### src/rtl/cre_pkg.sv
// Package for the constant register encoder: transaction types, codes and
// the constant table functions. No dependencies.
package cre_pkg;

   // Operation codes of a request
   localparam logic OP_FIND = 1'b0;
   localparam logic OP_READ = 1'b1;

   // Control register indexes
   localparam logic CSR_CONST_OPT_ENABLE = 1'b0;
   localparam logic CSR_TABLE_LAYOUT     = 1'b1;

   // Table layouts
   localparam logic LAYOUT_SMALL = 1'b0;
   localparam logic LAYOUT_LARGE = 1'b1;

   typedef struct packed {
      logic              op;
      logic signed [31:0] value;
      logic [7:0]        reg_index;
   } query_type;

   typedef struct packed {
      logic const_opt_enable;
      logic table_layout;
   } cfg_type;

   typedef struct packed {
      logic              found;
      logic [7:0]        reg_number;
      logic              is_const_reg;
      logic signed [31:0] const_value;
   } result_type;

   // Index of the set bit of a one-hot word
   function automatic logic [4:0] onehot_index(input logic [31:0] x);
      logic [4:0] idx;
      idx = '0;
      for (int i = 0; i < 32; i++) begin
         if (x[i]) begin
            idx = idx | 5'(i);
         end
      end
      return idx;
   endfunction

   // 128-entry layout
   function automatic logic [31:0] entry_small(input logic [7:0] r);
      logic [4:0]  mag;
      logic [5:0]  k;
      logic [31:0] pw;
      logic [3:0]  sh;
      mag = 5'({1'b0, r[4:1]}) + 5'd1;
      k   = 6'(r - 8'd64);
      pw  = 32'h20 << k[5:1];
      sh  = 4'(r - 8'd118);
      if (r < 8'd32 || r[7]) begin
         return '0;
      end else if (r < 8'd64) begin
         // +1, -1, +2, -2 ... +16, -16
         return r[0] ? (32'd0 - {27'd0, mag}) : {27'd0, mag};
      end else if (r < 8'd118) begin
         // 2^k - 1, 2^k pairs
         return r[0] ? pw : (pw - 32'd1);
      end else begin
         // inverted single bits 4..13
         return ~(32'h10 << sh);
      end
   endfunction

   // 256-entry layout
   function automatic logic [31:0] entry_large(input logic [7:0] r);
      logic [4:0]  s;
      logic [31:0] m;
      s = r[4:0];
      m = r[6] ? (32'hffff_ffff >> (5'd31 - s)) : (32'h1 << s);
      if (r < 8'd32) begin
         return '0;
      end else if (r < 8'd80) begin
         return {24'd0, r - 8'd31};
      end else if (r < 8'd128) begin
         return 32'd0 - {24'd0, r - 8'd79};
      end else begin
         return r[5] ? ~m : m;
      end
   endfunction

endpackage

### src/rtl/cre_req_if.sv
// Request channel of the constant register encoder.
// Depends on nothing.
interface cre_req_if;
   logic              valid;
   logic              ready;
   logic              op;
   logic signed [31:0] value;
   logic [7:0]        reg_index;

   modport source (output valid, output op, output value, output reg_index, input ready);
   modport sink   (input valid, input op, input value, input reg_index, output ready);
endinterface

### src/rtl/cre_rsp_if.sv
// Response channel of the constant register encoder.
// Depends on nothing.
interface cre_rsp_if;
   logic              valid;
   logic              ready;
   logic              found;
   logic [7:0]        reg_number;
   logic              is_const_reg;
   logic signed [31:0] const_value;

   modport source (output valid, output found, output reg_number, output is_const_reg,
                   output const_value, input ready);
   modport sink   (input valid, input found, input reg_number, input is_const_reg,
                   input const_value, output ready);
endinterface

### src/rtl/constant_register_encoder.sv
// Top level of the constant register encoder: request register, lookup logic
// and response register. Depends on cre_pkg, cre_req_if, cre_rsp_if, cre_core.
//
// Each request transaction is either a value lookup (op 0: lowest constant
// register holding the value) or a register read (op 1: whether the register
// holds a constant, and which). One transaction is accepted per cycle while the
// pipeline is not held. The request register loads on acceptance and the lookup
// logic feeds the response register from it, whose output is the response. The
// only thing that holds the pipeline is a response that is not taken. The control
// registers are written through the csr_ port and should change only while no
// transaction is in flight.
module constant_register_encoder
   import cre_pkg::*;
(
   input  logic  clock,
   input  logic  reset,
   cre_req_if.sink   req_ch,
   cre_rsp_if.source rsp_ch,
   input  logic  csr_write_enable,
   input  logic  csr_index,
   input  logic  csr_write_data
);

   cfg_type    cfg_ff, cfg_in;
   logic       s1_valid_ff, s1_valid_in;
   query_type  s1_query_ff, s1_query_in;
   logic       rsp_valid_ff, rsp_valid_in;
   result_type rsp_result_ff, rsp_result_in;
   result_type core_result;
   logic       s2_load, s1_free, req_take;

   // Pipeline flow control
   assign s2_load      = !rsp_valid_ff || rsp_ch.ready;
   assign s1_free      = !s1_valid_ff || s2_load;
   assign req_take     = req_ch.valid && s1_free;
   assign req_ch.ready = s1_free;

   cre_core u_core (
      .query  (s1_query_ff),
      .cfg    (cfg_ff),
      .result (core_result)
   );

   // Next-state values
   always_comb begin
      cfg_in = cfg_ff;
      if (csr_write_enable) begin
         unique case (csr_index)
            CSR_CONST_OPT_ENABLE: cfg_in.const_opt_enable = csr_write_data;
            CSR_TABLE_LAYOUT:     cfg_in.table_layout     = csr_write_data;
            default:              cfg_in = cfg_ff;
         endcase
      end
      s1_valid_in   = s1_free ? req_ch.valid : s1_valid_ff;
      s1_query_in   = req_take ? query_type'{op: req_ch.op, value: req_ch.value,
                                             reg_index: req_ch.reg_index} : s1_query_ff;
      rsp_valid_in  = s2_load ? s1_valid_ff : rsp_valid_ff;
      rsp_result_in = (s2_load && s1_valid_ff) ? core_result : rsp_result_ff;
   end

   // Control state
   always_ff @(posedge clock) begin
      if (reset) begin
         cfg_ff       <= '{const_opt_enable: 1'b1, table_layout: LAYOUT_LARGE};
         s1_valid_ff  <= 1'b0;
         rsp_valid_ff <= 1'b0;
      end else begin
         cfg_ff       <= cfg_in;
         s1_valid_ff  <= s1_valid_in;
         rsp_valid_ff <= rsp_valid_in;
      end
   end

   // Payload registers
   always_ff @(posedge clock) begin
      s1_query_ff   <= s1_query_in;
      rsp_result_ff <= rsp_result_in;
   end

   assign rsp_ch.valid        = rsp_valid_ff;
   assign rsp_ch.found        = rsp_result_ff.found;
   assign rsp_ch.reg_number   = rsp_result_ff.reg_number;
   assign rsp_ch.is_const_reg = rsp_result_ff.is_const_reg;
   assign rsp_ch.const_value  = rsp_result_ff.const_value;

endmodule

### src/rtl/cre_core.sv
// Lookup logic of the constant register encoder: value to register and
// register to value. Depends on cre_pkg.
module cre_core
   import cre_pkg::*;
(
   input  query_type  query,
   input  cfg_type    cfg,
   output result_type result
);

   logic [31:0] v;
   logic [31:0] nv;
   logic [31:0] mag;
   logic        pow2_v, pow2_n, fill_v, fill_n;
   logic [4:0]  bit_v, bit_n, top_v, top_n;
   logic        pos16, neg16, pos48, neg48;
   logic        hit_small, hit_large;
   logic [7:0]  reg_small, reg_large;
   logic        in_range;

   // Shape of the value and of its inversion
   always_comb begin
      v      = query.value;
      nv     = ~v;
      mag    = 32'd0 - v;
      pow2_v = (v != '0) && ((v & (v - 32'd1)) == '0);
      pow2_n = (nv != '0) && ((nv & (nv - 32'd1)) == '0);
      fill_v = (v != '0) && ((v & (v + 32'd1)) == '0);
      fill_n = (nv != '0) && ((nv & (nv + 32'd1)) == '0);
      bit_v  = onehot_index(v);
      bit_n  = onehot_index(nv);
      top_v  = onehot_index(v ^ (v >> 1));
      top_n  = onehot_index(nv ^ (nv >> 1));
      pos16  = (query.value >= 32'sd1) && (query.value <= 32'sd16);
      neg16  = (query.value <= -32'sd1) && (query.value >= -32'sd16);
      pos48  = (query.value >= 32'sd1) && (query.value <= 32'sd48);
      neg48  = (query.value <= -32'sd1) && (query.value >= -32'sd48);
   end

   // 128-entry layout: ranges in ascending register order, first hit wins
   always_comb begin
      hit_small = 1'b1;
      priority if (pos16) begin
         reg_small = 8'd30 + {v[6:0], 1'b0};
      end else if (neg16) begin
         reg_small = 8'd31 + {mag[6:0], 1'b0};
      end else if (pow2_v && bit_v >= 5'd5) begin
         reg_small = 8'd55 + {2'b00, bit_v, 1'b0};
      end else if (fill_v && top_v >= 5'd4 && top_v <= 5'd30) begin
         reg_small = 8'd56 + {2'b00, top_v, 1'b0};
      end else if (pow2_n && bit_n >= 5'd4 && bit_n <= 5'd13) begin
         reg_small = 8'd114 + {3'b000, bit_n};
      end else begin
         hit_small = 1'b0;
         reg_small = '0;
      end
   end

   // 256-entry layout: same ordering rule
   always_comb begin
      hit_large = 1'b1;
      priority if (pos48) begin
         reg_large = v[7:0] + 8'd31;
      end else if (neg48) begin
         reg_large = mag[7:0] + 8'd79;
      end else if (pow2_v) begin
         reg_large = 8'd128 + {3'b000, bit_v};
      end else if (pow2_n) begin
         reg_large = 8'd160 + {3'b000, bit_n};
      end else if (fill_v) begin
         reg_large = 8'd192 + {3'b000, top_v};
      end else if (fill_n) begin
         reg_large = 8'd224 + {3'b000, top_n};
      end else begin
         hit_large = 1'b0;
         reg_large = '0;
      end
   end

   // Result assembly
   always_comb begin
      result   = '0;
      in_range = (query.reg_index == 8'd0) ||
                 (query.reg_index >= 8'd32 &&
                  (cfg.table_layout == LAYOUT_LARGE || !query.reg_index[7]));
      unique case (query.op)
         OP_FIND: begin
            if (cfg.const_opt_enable) begin
               if (v == '0) begin
                  result.found = 1'b1;
               end else if (cfg.table_layout == LAYOUT_LARGE) begin
                  result.found      = hit_large;
                  result.reg_number = reg_large;
               end else begin
                  result.found      = hit_small;
                  result.reg_number = reg_small;
               end
            end
         end
         OP_READ: begin
            if (in_range) begin
               result.is_const_reg = 1'b1;
               result.const_value  = (cfg.table_layout == LAYOUT_LARGE) ?
                                     entry_large(query.reg_index) :
                                     entry_small(query.reg_index);
            end
         end
         default: result = '0;
      endcase
   end

endmodule

### src/flat_wrapper.sv
// flat-port wrapper written by rule: the top's interface ports become plain ports
module constant_register_encoder_flat import cre_pkg::*;
  (clock, reset, csr_write_enable, csr_index, csr_write_data, req_ch_valid, req_ch_op, req_ch_value, req_ch_reg_index, req_ch_ready, rsp_ch_valid, rsp_ch_found, rsp_ch_reg_number, rsp_ch_is_const_reg, rsp_ch_const_value, rsp_ch_ready);
  cre_req_if req_ch_i ();
  cre_rsp_if rsp_ch_i ();
  input  logic clock;
  input  logic reset;
  input  logic csr_write_enable;
  input  logic csr_index;
  input  logic csr_write_data;
  input wire logic [$bits(req_ch_i.valid)-1:0] req_ch_valid;
  input wire logic [$bits(req_ch_i.op)-1:0] req_ch_op;
  input wire logic [$bits(req_ch_i.value)-1:0] req_ch_value;
  input wire logic [$bits(req_ch_i.reg_index)-1:0] req_ch_reg_index;
  output wire logic [$bits(req_ch_i.ready)-1:0] req_ch_ready;
  output wire logic [$bits(rsp_ch_i.valid)-1:0] rsp_ch_valid;
  output wire logic [$bits(rsp_ch_i.found)-1:0] rsp_ch_found;
  output wire logic [$bits(rsp_ch_i.reg_number)-1:0] rsp_ch_reg_number;
  output wire logic [$bits(rsp_ch_i.is_const_reg)-1:0] rsp_ch_is_const_reg;
  output wire logic [$bits(rsp_ch_i.const_value)-1:0] rsp_ch_const_value;
  input wire logic [$bits(rsp_ch_i.ready)-1:0] rsp_ch_ready;
  assign req_ch_i.valid = req_ch_valid;
  assign req_ch_i.op = req_ch_op;
  assign req_ch_i.value = req_ch_value;
  assign req_ch_i.reg_index = req_ch_reg_index;
  assign req_ch_ready = req_ch_i.ready;
  assign rsp_ch_valid = rsp_ch_i.valid;
  assign rsp_ch_found = rsp_ch_i.found;
  assign rsp_ch_reg_number = rsp_ch_i.reg_number;
  assign rsp_ch_is_const_reg = rsp_ch_i.is_const_reg;
  assign rsp_ch_const_value = rsp_ch_i.const_value;
  assign rsp_ch_i.ready = rsp_ch_ready;
  constant_register_encoder u_core (.clock(clock), .reset(reset), .req_ch(req_ch_i), .rsp_ch(rsp_ch_i), .csr_write_enable(csr_write_enable), .csr_index(csr_index), .csr_write_data(csr_write_data));
endmodule
### config.mk
export PLATFORM = sky130hd
export DESIGN_NAME = constant_register_encoder_flat
export DESIGN_NICKNAME = d
export VERILOG_FILES = /design/src/rtl/cre_pkg.sv /design/src/rtl/cre_req_if.sv /design/src/rtl/cre_rsp_if.sv /design/src/rtl/constant_register_encoder.sv /design/src/rtl/cre_core.sv /design/src/flat_wrapper.sv
export SDC_FILE = /design/constraint.sdc
export NUM_CORES = 1
export LEC_CHECK = 0
export ABC_CLOCK_PERIOD_IN_PS = 4570
export BUFFER_PORTS_ARGS = -buffer_cell sky130_fd_sc_hd__buf_2
export CORE_ASPECT_RATIO = 1.75
export CORE_MARGIN = 1.5
export CORE_UTILIZATION = 40
export CTS_CLUSTER_SIZE = 8
export DETAILED_ROUTE_END_ITERATION = 6
export HOLD_SLACK_MARGIN = 0.05
export SLEW_MARGIN = 20
export SYNTH_ARGS = -nofsm -noshare
export SYNTH_HDL_FRONTEND = slang
export SYNTH_HIERARCHICAL = 1
export SYNTH_SLANG_ARGS = --single-unit
### constraint.sdc
create_clock -name clock -period 4.57 [get_ports clock]
set_clock_uncertainty 0.05 [all_clocks]
set_input_delay 0.6855 -clock clock [delete_from_list [all_inputs] [get_ports clock]]
set_output_delay 0.6855 -clock clock [all_outputs]
set_load 0.01 [all_outputs]
# Word level (Yosys, flattened, before mapping)
# Cells that the tools add are included.
word_totals:
  memories: 0
  latch_bits: 0
  input_bits: 48
  mem_bits_rw: 0
  reg_bits: 87
  mem_bits_ro: 0
op_classes:
  n_reduce_logical: 34
  muxes: 243
  n_eq_ne: 2
  magnitude_cmp: 17
  multipliers: 0
  n_bitwise: 9
  addsub: 25
  n_shift: 4
  n_div: 0
op_table:
  columns: ["operator", "count"]
  rows:
  - ["32-bit 2-to-1 mux", 29]
  - ["5-bit 2-to-1 mux", 64]
  - ["8-bit 2-to-1 mux", 39]
  - ["32-bit zero test", 5]
  - ["32-bit AND", 4]
  - ["4-bit 2-to-1 mux", 32]
  - ["32-bit NOT", 3]
  - ["32-bit by 1-bit subtractor with 32-bit output (second input constant)", 3]
  - ["33-bit 2-to-1 mux", 2]
  - ["32-bit by 1-bit adder with 32-bit output (second input constant)", 2]
  - ["32-bit nonzero test", 2]
  - ["32-bit by 31-bit XOR with 32-bit output", 2]
  - ["9-bit 2-to-1 mux", 6]
  - ["3-bit 2-to-1 mux", 16]
  - ["1-bit 2-to-1 mux", 47]
  - ["32-bit by 2-bit greater-or-equal comparator with 1-bit output (second input constant)", 1]
  - ["32-bit by 5-bit greater-or-equal comparator with 1-bit output (second input constant)", 1]
  - ["32-bit by 7-bit greater-or-equal comparator with 1-bit output (second input constant)", 1]
  - ["32-bit by 1-bit less-or-equal comparator with 1-bit output (second input constant)", 1]
  - ["32-bit by 6-bit less-or-equal comparator with 1-bit output (second input constant)", 1]
  - ["32-bit by 7-bit less-or-equal comparator with 1-bit output (second input constant)", 1]
  - ["1-bit by 5-bit left shift with 32-bit output (first input constant)", 1]
  - ["5-bit by 4-bit left shift with 32-bit output (first input constant)", 1]
  - ["6-bit by 5-bit left shift with 32-bit output (first input constant)", 1]
  - ["other kinds (32)", 69]

# Longest topological paths before layout
logic_depth:
  word_depth: 64
  ltp_mapped: 17

# Modules after synthesis
# The synthesis kept the hierarchy.
modules_own_cells:
  columns: ["module", "area_each_um2", "seq_area_each_um2", "instances", "cells_each"]
  rows:
  - ["cre_core", 8464.4, 0.0, 1, 1336]
  - ["constant_register_encoder", 2673.8, 2572.5, 1, 101]

# Worst setup path before layout
# OpenSTA, ideal clock, no wires.
synth_path:
  path_type: "register -> register"
  from: "register u_core/s1_query_ff[15] in the netlist's numbering"
  to: "register u_core.rsp_result_ff, in the netlist u_core/rsp_ch.reg_number[0] (data pin)"
  path_stages_with_launch: 18
  path_buffers: 2
  t_arrival_ns: 3.723
  slack_ns: 0.623
  required_time_ns: 4.346
  path_cell_list: "edfxtp_1 clkbuf_1 inv_1 ha_1 and2_1 o2111a_1 a32oi_1 ha_1 nor2_1 o221ai_1 nand4b_1 a2111o_1 nor4_2 o21a_1 buf_2 a211oi_1 o32a_1 a311oi_1"
synth_via:
  elab_chain_cells: 58
synth_rtl:
  columns: ["item", "line_no", "rtl"]
  rows:
  - ["start, declared", "constant_register_encoder.sv:26", "query_type s1_query_ff, s1_query_in;"]
  - ["start signal, assigned", "constant_register_encoder.sv:76", "s1_query_ff <= s1_query_in;"]
  - ["32-bit NOT", "cre_core.sv:24", "nv = ~v;"]
  - ["32-bit by 31-bit XOR with 32-bit output", "cre_core.sv:33", "top_n = onehot_index(nv ^ (nv >> 1));"]
  - ["3-bit 2-to-1 mux", "cre_pkg.sv:40", "if (x[i]) begin"]
  - ["4-bit 2-to-1 mux (8 in a row)", "cre_pkg.sv:40", null]
  - ["5-bit 2-to-1 mux (16 in a row)", "cre_pkg.sv:40", null]
  - ["6-bit by 6-bit adder with 7-bit output", "cre_core.sv:73", "reg_large = 8'd224 + {3'b000, top_n};"]
  - ["8-bit 2-to-1 mux", "cre_core.sv:72", "end else if (fill_n) begin"]
  - ["8-bit 2-to-1 mux", "cre_core.sv:70", "end else if (fill_v) begin"]
  - ["[... 20 more ...]", null, null]
  - ["9-bit 2-to-1 mux", "cre_core.sv:89", "if (v == '0) begin"]
  - ["9-bit 2-to-1 mux", "cre_core.sv:88", "if (cfg.const_opt_enable) begin"]
  - ["9-bit 2-to-1 mux", "cre_core.sv:86", "unique case (query.op)"]
  - ["8-bit 2-to-1 mux (*)", "cre_core.sv:89", null]
  - ["8-bit 2-to-1 mux (*)", "cre_core.sv:88", null]
  - ["8-bit 2-to-1 mux (*)", "cre_core.sv:86", null]
  - ["9-bit 2-to-1 mux (*)", "cre_core.sv:88", null]
  - ["9-bit 2-to-1 mux (*)", "cre_core.sv:86", null]
  - ["end signal, assigned", "constant_register_encoder.sv:77", "rsp_result_ff <= rsp_result_in;"]
  - ["end, declared", "constant_register_encoder.sv:28", "result_type rsp_result_ff, rsp_result_in;"]
# Every way passes the cells marked *; elsewhere a longest branch is shown, timed or not. The select of a mux whose other input is x is not followed.
# A chain may end at the register's enable or synchronous reset.

# Worst setup path after layout
layout_path:
  from: "register u_core/s1_query_ff[21] in the netlist's numbering"
  to: "register u_core.rsp_result_ff, in the netlist u_core/rsp_ch.reg_number[2] (data pin)"
layout_via:
  elab_chain_cells: 53
layout_rtl:
  columns: ["item", "line_no", "rtl"]
  rows:
  - ["32-bit NOT", "cre_core.sv:24", null]
  - ["32-bit by 31-bit XOR with 32-bit output", "cre_core.sv:33", null]
  - ["4-bit 2-to-1 mux (4 in a row)", "cre_pkg.sv:40", null]
  - ["5-bit 2-to-1 mux (16 in a row)", "cre_pkg.sv:40", null]
  - ["6-bit by 6-bit adder with 7-bit output", "cre_core.sv:73", null]
  - ["8-bit 2-to-1 mux", "cre_core.sv:72", null]
  - ["8-bit 2-to-1 mux", "cre_core.sv:70", null]
  - ["8-bit 2-to-1 mux", "cre_core.sv:68", "end else if (pow2_n) begin"]
  - ["[... 19 more ...]", null, null]
  - ["9-bit 2-to-1 mux", "cre_core.sv:89", null]
  - ["9-bit 2-to-1 mux", "cre_core.sv:88", null]
  - ["9-bit 2-to-1 mux", "cre_core.sv:86", null]
  - ["8-bit 2-to-1 mux (*)", "cre_core.sv:89", null]
  - ["8-bit 2-to-1 mux (*)", "cre_core.sv:88", null]
  - ["8-bit 2-to-1 mux (*)", "cre_core.sv:86", null]
  - ["9-bit 2-to-1 mux (*)", "cre_core.sv:88", null]
  - ["9-bit 2-to-1 mux (*)", "cre_core.sv:86", null]
# Marked as above.

==> results by group <==
Final layout
  – Syn-to-layout area delta: 16.2%
  – Largest register by flop count: u_core/s1_query_ff
  – Finished Layout Cells: around 1900
  – Layout cells sized above 1: ~17%
  – Finished Core Util: between 40% and 50%
  – Largest register FFs: 41
  – Most common cell after layout, fill and taps aside: nand2_1
  – Post-route cell area: ~13000 µm²
  – Layout Nets: 1723
  – Commonest non-fill, non-tap cells in the layout: nand2_1, buf_4, ha_1, a21oi_1, nor2_1

Synth
  – Largest area contributor in the netlist: edfxtp_1
  – Syn_nets: 1600
  – Yosys reg bits: between 80 and 90
  – EDFF count, synth: 83
  – Mapped cell area: 11100 µm²
  – Synth Flop Type: edfxtp_1
  – Synth top area share: 22.4%
  – Netlist cell types: 87
  – Cells after synthesis: 1437
  – Register area share after synthesis: 23.1%
  – Post-synth ARST share: 0%
  – Mean post-synth cell area: about 7.8 µm²
  – Most area-consuming cells after synthesis: edfxtp_1, ha_1, a21oi_1, o21ai_0, nand2_1
  – Yosys warning count: 6

Timing
  – Final hold vios: 0
  – Relative slew slack: 25.9%
  – Setup-failing EPs final: 0
  – Hold slack: about 430 ps
  – Fmax: 226 MHz
  – RSZ-0062 raised after global routing: no
  – Period utilization: just under 100%
  – Worst Tran Pin Value: approximately 1100 ps
  – Slew Limit Fails: 0
  – Minimum clock period: between 4000 and 5000 ps
  – Final WS setup: roughly 140 ps
  – Setup TNS: 0 ps

Clock network
  – CTS Hold Buffers Added: 0
  – Max H-tree Level: 3
  – Clk slew on worst S/H paths: ~70 ps
  – Clock buffers created by TritonCTS: 9
  – TritonCTS Sinks: just under 90
  – CTS tree: built
  – Clock Latency Late Sink: roughly 380 ps
  – CTS root buffer: clkbuf_16
  – Longest Clk Path Bufs: 2

Route
  – Routed Antenna Nets: 0
  – Vias/cell: around 6.6
  – TritonRoute pass-1 iters: 5
  – Initial DRC Count: 913
  – DRT Wirelength: 56.8 mm
  – Drt wl/cell: between 20 and 30 µm
  – DRC: 0
  – Total number of vias: approximately 13000

Global route
  – Gr ovfl total: 0
  – First-pass GRT wire length: approximately 83 mm
  – Pin count of the biggest net entering global routing: 53
  – GRT Resource Usage Total: approximately two fifths
  – Vias in the first global route: 13000
  – Initial antenna violation count: 3

Worst setup path
  – Critical R2R Capture: u_core/rsp_ch.reg_number[2]
  – Reg2reg setup slack: ~140 ps
  – Worst Reg-to-Reg Cells: 14
  – CP arrival: approximately 4600 ps
  – Worst Setup End Kind: flip-flop
  – CP Launch Type: flip-flop
  – WP data required: 4700 ps
  – RR Startpoint: u_core/s1_query_ff[21]
  – WS Path Type: flip-flop to flip-flop
  – CP max FO: 10

Min path
  – Hold crit path type: primary input to flip-flop
  – Hold Path Stages: 1
  – Min-Delay Endpoint: u_core/s1_query_ff[23]
  – Hold_sp: req_ch_value[15]

Pwr
  – Lkg Pwr: just over 5 nW
  – VDD IR max: 0.205 mV
  – Pwr dens: between 200 and 250 nW/µm²
  – Tot Pwr: 2.77 mW

Die
  – Initial core utilization: 40.8%
  – Die Area: 28900 µm²
  – Io pins: 92
  – Die Span Y: 224 µm
  – CORE AREA: 27300 µm²
  – Site Rows: 80
  – Die width: approximately 130 µm

Job
  – Max-Cap Viols: 0

Outcome
  – Status: complete, no violations

Placed design
  – GP Congestion: roughly 1.0
  – Placed Cells: 1914
  – Placed inst area: 12600 µm²
  – Pre-CTS WS: -85.8 ps
  – IO buf count: 91
  – DP HPWL: about 44 mm
worst max-delay path, stage by stage, from the launching register on:
cell and delay [ps]:
edfxtp_1 390, inv_1 340, ha_1 330, buf_4 200, nand4_1 220, nor4_1 1000
a21oi_1 90, nand4b_1 150, a2111o_1 150, nor4_4 70, buf_4 200, or4_1 520
a31oi_1 180, nor3_1 80, nor4_1 260
timing repair:
action                     4_1_cts  5_1_grt
pin swaps                        0        1
setup endpoints to repair        2        8
gates resized for setup          1        5
setup buffers                    0        4
cell usage after synthesis, types with 21 or more instances:
cell type and count:
a21o_1 27, a21oi_1 113, a31oi_1 25, and3_1 21, clkbuf_1 78, edfxtp_1 83, ha_1 115, inv_1 60
nand2_1 132, nand3_1 43, nand4_1 49, nor2_1 101, nor3_1 47, nor4_1 29, o21ai_0 100, xnor2_1 55
cell type report:
type                       instances  area (µm²)
fill                            2821       14400
multi-input combinational       1183        7960
sequential                        87        2570
timing repair buffer             216        1410
tap                              369         462
inverter                          63         236
clock buffer                      10         229
clock inverter                     6        68.8
antenna                            2        5.00
where the power goes:
part | switching, mW | internal, mW | total [mW] | leakage (nW)
registers | 0.0308 | 0.932 | 0.963 | 0.833
logic | 0.664 | 0.352 | 1.02 | 4.11
clock network | 0.360 | 0.427 | 0.787 | 0.145
layer usage:
metal,vias to the layer above,part of all wire [%],track usage (%)
met5,-,0.025,0
met4,2,12,40.0
met3,341,7.6,10.7
met2,762,50,69.1
met1,6011,31,36.1
li1,5669,-,-
cells by family (layout without fill, tap and decap cells):
family                   Yosys count  after routing  synth area share [%]
buffers and inverters            167            295                  5.86
XOR/XNOR                          65             65                  5.11
AO/OA/AOI/OAI                    453            453                  26.8
flip-flops                        87             87                  23.1
multiplexers                       6              6                 0.539
other                              0              2                     0
AND/OR/NAND/NOR                  544            544                  25.6
adder cells (fa/ha/maj)          115            115                  12.9
worst max path at each step:
stage	startpoint	endpoint	slack, ps	depth (start not counted)
floorplan	u_core/s1_query_ff[15]	u_core/rsp_ch.reg_number[0]	620	17
finish	u_core/s1_query_ff[21]	u_core/rsp_ch.reg_number[2]	140	14
global placement	u_core/s1_query_ff[13]	u_core/rsp_ch.reg_number[4]	-60	15
detailed placement	u_core/s1_query_ff[13]	u_core/rsp_ch.reg_number[4]	-90	15
CTS	u_core/s1_query_ff[13]	u_core/rsp_ch.reg_number[4]	40	15
global route	u_core/s1_query_ff[32]	u_core/rsp_ch.reg_number[2]	3	13
No activity file was read; power rests on OpenSTA's default activity.
